### src/rtl/zcmp_pkg.sv
// ----------------------------------------------------------------------------
// zcmp_pkg
// shared types and constants of the zigzag count matrix power block
// ----------------------------------------------------------------------------
`default_nettype none

package zcmp_pkg;

    localparam int MAX_VALUES_DEFAULT = 16;
    localparam int ELEM_W = 30;

    localparam logic [ELEM_W-1:0] MODULUS = 30'd1000000007;
    // floor(2^60 / modulus)
    localparam logic [30:0] BARRETT_M = 31'd1152921496;

    typedef struct packed {
        logic [30:0] array_length;
        logic [15:0] low_value;
        logic [15:0] high_value;
    } request_t;

    typedef struct packed {
        logic [29:0] count;
        logic        range_error;
    } result_t;

    typedef struct packed {
        logic first;
        logic last;
    } mac_tag_t;

endpackage

`default_nettype wire

### src/rtl/zcmp_mac.sv
// ----------------------------------------------------------------------------
// zcmp_mac
// pipelined modular multiply-accumulate: product, barrett reduction,
// running sum per output entry
// ----------------------------------------------------------------------------
`default_nettype none

module zcmp_mac #(
    parameter int AW = 10
) (
    input  wire logic                              clk,
    input  wire logic                              rst_n,
    input  wire logic                              in_valid,
    input  wire zcmp_pkg::mac_tag_t                in_tag,
    input  wire logic [AW-1:0]                     in_addr,
    input  wire logic [zcmp_pkg::ELEM_W-1:0]       a,
    input  wire logic [zcmp_pkg::ELEM_W-1:0]       b,
    output logic                                   busy,
    output logic                                   wr_valid,
    output logic [AW-1:0]                          wr_addr,
    output logic [zcmp_pkg::ELEM_W-1:0]            wr_data
);

    localparam int NS = 6;

    logic [NS-1:0]              v_reg;
    zcmp_pkg::mac_tag_t         tag_reg  [NS];
    logic [AW-1:0]              addr_reg [NS];

    logic [59:0]                prod_reg;
    logic [30:0]                q_reg;
    logic [31:0]                plow2_reg;
    logic [31:0]                plow3_reg;
    logic [31:0]                qp_reg;
    logic [31:0]                r4_reg;
    logic [31:0]                r5_reg;
    logic [29:0]                r6_reg;
    logic [29:0]                acc_reg;
    logic [29:0]                acc_next;
    logic                       wr_valid_reg;
    logic [AW-1:0]              wr_addr_reg;

    logic [61:0]                qfull;
    logic [60:0]                qpfull;
    logic [30:0]                sum;

    assign qfull  = 62'(prod_reg[59:29]) * 62'(zcmp_pkg::BARRETT_M);
    assign qpfull = 61'(q_reg) * 61'(zcmp_pkg::MODULUS);

    always_comb
    begin
        sum = (tag_reg[NS-1].first ? 31'd0 : 31'(acc_reg)) + 31'(r6_reg);
        if (sum >= 31'(zcmp_pkg::MODULUS))
        begin
            acc_next = 30'(sum - 31'(zcmp_pkg::MODULUS));
        end
        else
        begin
            acc_next = sum[29:0];
        end
    end

    always_ff @(posedge clk or negedge rst_n)
    begin
        if (!rst_n)
        begin
            v_reg        <= '0;
            wr_valid_reg <= 1'b0;
        end
        else
        begin
            v_reg        <= {v_reg[NS-2:0], in_valid};
            wr_valid_reg <= v_reg[NS-1] && tag_reg[NS-1].last;
        end
    end

    always_ff @(posedge clk)
    begin
        tag_reg[0]  <= in_tag;
        addr_reg[0] <= in_addr;
        for (int s = 1; s < NS; s++)
        begin
            tag_reg[s]  <= tag_reg[s-1];
            addr_reg[s] <= addr_reg[s-1];
        end
        prod_reg  <= 60'(a) * 60'(b);
        q_reg     <= qfull[61:31];
        plow2_reg <= prod_reg[31:0];
        qp_reg    <= qpfull[31:0];
        plow3_reg <= plow2_reg;
        r4_reg    <= plow3_reg - qp_reg;
        r5_reg    <= (r4_reg >= 32'(zcmp_pkg::MODULUS)) ?
                     r4_reg - 32'(zcmp_pkg::MODULUS) : r4_reg;
        r6_reg    <= (r5_reg >= 32'(zcmp_pkg::MODULUS)) ?
                     30'(r5_reg - 32'(zcmp_pkg::MODULUS)) : r5_reg[29:0];
        if (v_reg[NS-1])
        begin
            acc_reg <= acc_next;
        end
        wr_addr_reg <= addr_reg[NS-1];
    end

    assign busy     = (|v_reg) || wr_valid_reg;
    assign wr_valid = wr_valid_reg;
    assign wr_addr  = wr_addr_reg;
    assign wr_data  = acc_reg;

endmodule

`default_nettype wire

### config.mk
export PLATFORM = sky130hd
export DESIGN_NAME = zcmp_mac
export DESIGN_NICKNAME = d
export VERILOG_FILES = /design/src/rtl/zcmp_pkg.sv /design/src/rtl/zcmp_mac.sv
export SDC_FILE = /design/constraint.sdc
export NUM_CORES = 2
export LEC_CHECK = 0
export BUFFER_PORTS_ARGS = -buffer_cell sky130_fd_sc_hd__buf_2
export CAP_MARGIN = 20
export CORE_MARGIN = 3
export CORE_UTILIZATION = 40
export CTS_CLUSTER_SIZE = 16
export DETAILED_ROUTE_END_ITERATION = 10
export SLEW_MARGIN = 30
export SYNTH_ARGS = -nofsm -noshare
export SYNTH_HDL_FRONTEND = slang
export SYNTH_SLANG_ARGS = --single-unit
export TNS_END_PERCENT = 100
### constraint.sdc
create_clock -name clk -period 6.6 [get_ports clk]
set_clock_uncertainty 0.2 [all_clocks]
set_input_delay 0.99 -clock clk [delete_from_list [all_inputs] [get_ports clk]]
set_output_delay 0.99 -clock clk [all_outputs]
set_load 0.1 [all_outputs]
# After elaboration in Yosys (flattened, before gate mapping)
# Memories as Yosys holds them, arrays and structs flattened. A register that Yosys moved wholly into a read port is not among the register bits.
# Cells that the tools add are included.
# totals
memories,2
inputBits,75
mem_bits_rw,72
ff_bits,318
output_inout_bits,42
elab_cells,31
# classes
n_lt_le_gt_ge,3
mul,3
mux,4
addsub,5
n_reduce_logical,3
# memory_table
memory,words,width,read_ports,rd_clocked_by_memory_dff,wr,line_no,text
addr_reg,6,10,6,1,6,zcmp_mac.sv:28,logic [AW-1:0] addr_reg [NS];
tag_reg,6,2,6,0,6,zcmp_mac.sv:27,zcmp_pkg::mac_tag_t tag_reg [NS];
# op_table
op,count
30-bit 2-to-1 mux,3
32-bit by 30-bit >= comparator with 1-bit output (second input constant),2
30-bit by 30-bit multiplier with 60-bit output,1
30-bit subtractor (second input constant),2
31-bit by 28-bit multiplier with 59-bit output (second input constant),1
31-bit by 30-bit multiplier with 32-bit output (second input constant),1
32-bit 2-to-1 mux,1
32-bit by 30-bit subtractor with 32-bit output (second input constant),1
32-bit subtractor,1
30-bit by 30-bit adder with 31-bit output,1
31-bit by 30-bit >= comparator with 1-bit output (second input constant),1
6-bit OR reduction,1
1-bit logical AND,1
1-bit logical OR,1

# Logic depth before layout (Yosys ltp)
# An unclocked memory read counts as a cell.
# logic_depth
depth_word,5
ltp_mapped,30
ltp_nobuf,29

# Worst setup path after synthesis
# OpenSTA, ideal clock, no wires.
# synth_timing
kind,input to register
start,input port a[27] in the netlist's numbering
end,register prod_reg[59]
stages,27
t_required_ns,6.314
t_arrival_ns,7.994
slack_ns,-1.680
path_buffers,2
cell_sequence,clkbuf_1 -> nand2_1 -> fa_1 -> inv_1 -> fa_1 -> fa_1 -> inv_1 -> fa_1 -> inv_1 -> fa_1 -> fa_1 -> fa_1 -> inv_1 -> fa_1 -> inv_1 -> ha_1 -> clkbuf_1 -> nand4_1 -> nor3_1 -> and4_1 -> o21ai_0 -> and4b_1 -> o41a_1 -> o211a_1 -> o21ai_1 -> o31ai_1 -> a211oi_1
# synth_between
elab_chain_cells,1
# synth_lines
item,line_no,text
start: declaration,zcmp_mac.sv:16,"input wire logic [zcmp_pkg::ELEM_W-1:0] a,"
30-bit by 30-bit multiplier with 60-bit output,zcmp_mac.sv:86,prod_reg <= 60'(a) * 60'(b);
end signal: assignment,zcmp_mac.sv:86,
end: declaration,zcmp_mac.sv:30,logic [59:0] prod_reg;
# No other way between the ends.
# A chain may end at the register's enable or synchronous reset.

# Final worst setup path
# layout_timing
start,input port a[13] in the netlist's numbering
end,register prod_reg[59]
# Same word-level chain as after synthesis.

==> impl_metrics.env <==
export IMPL_fillCellCount=14590
export IMPL_max_slew_margin=0.361
export IMPL_htreeDepth=2
export IMPL_syn_inst=6564
export IMPL_synth_area_leaders="fa_1 (38%), ha_1 (16%), dfxtp_1 (11%)"
export IMPL_holdPathStages=0
export IMPL_drv_slew=0
export IMPL_wl_um=161000
export IMPL_postSynthAreaPerCell_um2=9.70
export IMPL_cts_tree="built"
export IMPL_portBuffers=116
export IMPL_io_pins=117
export IMPL_drcViolationCount=0
export IMPL_violations="negative setup slack"
export IMPL_fin_nets=9348
export IMPL_antenna_found_initial=4
export IMPL_rsz0062_at_grt="yes"
export IMPL_status="complete, but fails checks"
export IMPL_avgRoutedWirePerCell_um=17.3
export IMPL_num_rows=145
export IMPL_numCtsBuffers=42
export IMPL_critPathRequiredTime_ns=6.92
export IMPL_post_dp_hpwl_um=142000
export IMPL_r2r_end="q_reg[28]$_DFF_P_"
export IMPL_finalCritPeriodShare=1.17
export IMPL_seq_area_frac_synth=0.131
export IMPL_synth_warnings=0
export IMPL_ff2ff_setup_slack_ns=-0.31
export IMPL_start_util=0.405
export IMPL_track_usage=0.202
export IMPL_grt_pass1_wl_um=263000
export IMPL_start_kind="input pin"
export IMPL_fmax_mhz=129
export IMPL_setup_slack_ns=-1.15
export IMPL_via_count=45584
export IMPL_r2r_start="prod_reg[47]$_DFF_P_"
export IMPL_grt_overflow_total=0
export IMPL_dr_pass1_iters=5
export IMPL_grt_max_degree=32
export IMPL_syn2layout_area_growth_pct=18.5
export IMPL_syn_area_um2=63700
export IMPL_clkLatencyLatePin_ns=0.61
export IMPL_tightest_slew_ns=0.959
export IMPL_holdPathEnd="addr_reg[4][7]$_DFF_P_"
export IMPL_syn_num_nets=8690
export IMPL_place_congestion=0.895
export IMPL_dr_first_iter_drc_count=2057
export IMPL_cts_root_buf="clkbuf_16"
export IMPL_placed_cell_area_um2=71800
export IMPL_grt_pass1_vias=49875
export IMPL_hold_start="addr_reg[3][7]$_DFF_P_"
export IMPL_rr_worst_depth=24
export IMPL_dieArea_um2=164000
export IMPL_clkTransAtPathRegs_ns=0.07
export IMPL_worst_setup_path_end_kind="flip-flop"
export IMPL_drive_above_1_share=0.169
export IMPL_critPathKind="in2reg"
export IMPL_maxCapViolations=0
export IMPL_detail_route_antenna_nets=0
export IMPL_cp_max_fo=5
export IMPL_synth_edf_count=30
export IMPL_yosys_most_used_dff="dfxtp_1"
export IMPL_design_area_um2=75500
export IMPL_min_period_ns=7.75
export IMPL_die_w_um=405
export IMPL_core_area_um2=157000
export IMPL_cp_arrival_ns=8.07
export IMPL_cts_buffer_depth=3
export IMPL_synth_cell_types=89
export IMPL_viasPerCell=4.89
export IMPL_hold_viol=0
export IMPL_min_path_type="reg2reg"
export IMPL_yosysTopAreaCellShare=0.385
export IMPL_synth_ff_latch_count=400
export IMPL_crit_start="a[13]"
export IMPL_setup_viol_count_final=55
export IMPL_async_flop_share=0.0175
export IMPL_cts_sinks=400
export IMPL_die_h_um=405
export IMPL_yosys_area_top_type="fa_1"
area by class of cell:
type / count / area, µm² / area share
multi-input combinational: 4460 / 50400 / 0.667
sequential: 400 / 8360 / 0.111
timing repair buffer: 824 / 7150 / 0.0947
inverter: 1494 / 5610 / 0.0743
tap: 2058 / 2570 / 0.0341
clock buffer: 48 / 1090 / 0.0145
clock inverter: 27 / 349 / 0.00462
antenna: 2 / 5.00 / 0.0000663
metrics by stage:
stage / cells / TNS, ns / hold slack, ns / worst slack (ns) / util
floorplan: 6564 / -26.11 / 0.110 / -1.33 / -
global placement: 9169 / -72.04 / 0.110 / -2.08 / 0.456
detailed placement: 9169 / -73.14 / 0.112 / -2.08 / 0.456
CTS: 9291 / -28.95 / 0.0997 / -1.12 / 0.475
global route: 9311 / -44.69 / 0.116 / -1.33 / 0.480
finish: 9313 / -31.43 / 0.102 / -1.15 / 0.480
synthesized netlist by cell type (all sizes together) (15+ instances only):
cell / number
a211oi: 21
edfxtp: 30
o21ai: 113
fa: 1225
nand2: 532
or3: 20
nor3: 83
and3: 26
o21a: 44
xor2: 71
dfxtp: 363
o211ai: 20
ha: 826
a21oi: 158
clkbuf: 202
xnor2: 163
nand4: 18
and2: 537
a31oi: 18
a21o: 55
nand3: 68
nor2b: 62
nor2: 168
nand2b: 24
o21bai: 15
inv: 1494
worst max-delay path by stage:
| stage | to | slack, ns | depth (start not counted) |
|---|---|---|---|
| floorplan | prod_reg[59]$_DFF_P_ | -1.33 | 26 |
| global placement | prod_reg[59]$_DFF_P_ | -2.08 | 29 |
| detailed placement | prod_reg[59]$_DFF_P_ | -2.08 | 29 |
| CTS | prod_reg[59]$_DFF_P_ | -1.12 | 28 |
| global route | prod_reg[59]$_DFF_P_ | -1.33 | 28 |
| finish | prod_reg[59]$_DFF_P_ | -1.15 | 28 |
cell usage in the layout, fill, tap and decap left out, drive strengths merged, types with 68 or more instances in the layout:
cell	netlist	final
o21ai	113	113
fa	1225	1225
xor2	71	71
ha	826	826
inv	1494	1504
dfxtp	363	363
a21oi	158	158
nor3	83	83
and2	537	537
nand3	68	68
nor2	168	168
buf	8	820
xnor2	163	163
nand2	532	532
layer usage:
layer	track usage	wire (µm)	vias up
li1	-	-	21471
met1	0.277	73200	22989
met2	0.340	76300	942
met3	0.0280	8400	182
met4	0.0412	3390	0
met5	0	0	-
critical path: stages:
cell	delay [ns]
buf_12	0.11
and2_4	0.15
fa_1	0.56
fa_1	0.45
fa_1	0.51
inv_2	0.05
fa_1	0.48
inv_1	0.05
fa_1	0.52
inv_2	0.05
fa_1	0.49
inv_2	0.04
fa_1	0.51
inv_2	0.04
fa_1	0.51
inv_2	0.05
ha_4	0.28
nand3_4	0.09
nor2_4	0.11
o221ai_4	0.12
a211oi_4	0.35
o21ai_2	0.15
and4b_2	0.29
o41a_1	0.40
o211a_1	0.25
o21ai_2	0.19
o31ai_2	0.10
a211oi_1	0.19
repair_timing:
| item | in CTS | in global routing |
|---|---|---|
| pin swaps | 152 | 159 |
| buffers inserted | 44 | 27 |
| resized for setup | 285 | 183 |
| endpoints found under the setup margin | 69 | 72 |
| hold buffers | 1 | 0 |
| endpoints found under the hold margin | 7 | 0 |
| cloned | 3 | 0 |
logic make-up (layout without fill, tap and decap cells):
logic type                 after synthesis  in the layout  share of synthesized area
other                                    0              2                          0
and+or+nand+nor                       1588           1588                      0.127
DFF                                    400            400                      0.131
adders and majority gates             2051           2051                      0.547
muxes                                    7              7                    0.00114
xor gates and xnor gates               234            234                     0.0323
buffers and inverters                 1704           2393                      0.101
AOI/OAI and AO/OA                      580            580                     0.0607
Power is not shown: default switching activity piles up to over one toggle a cycle in this logic, so the estimate is an artifact.
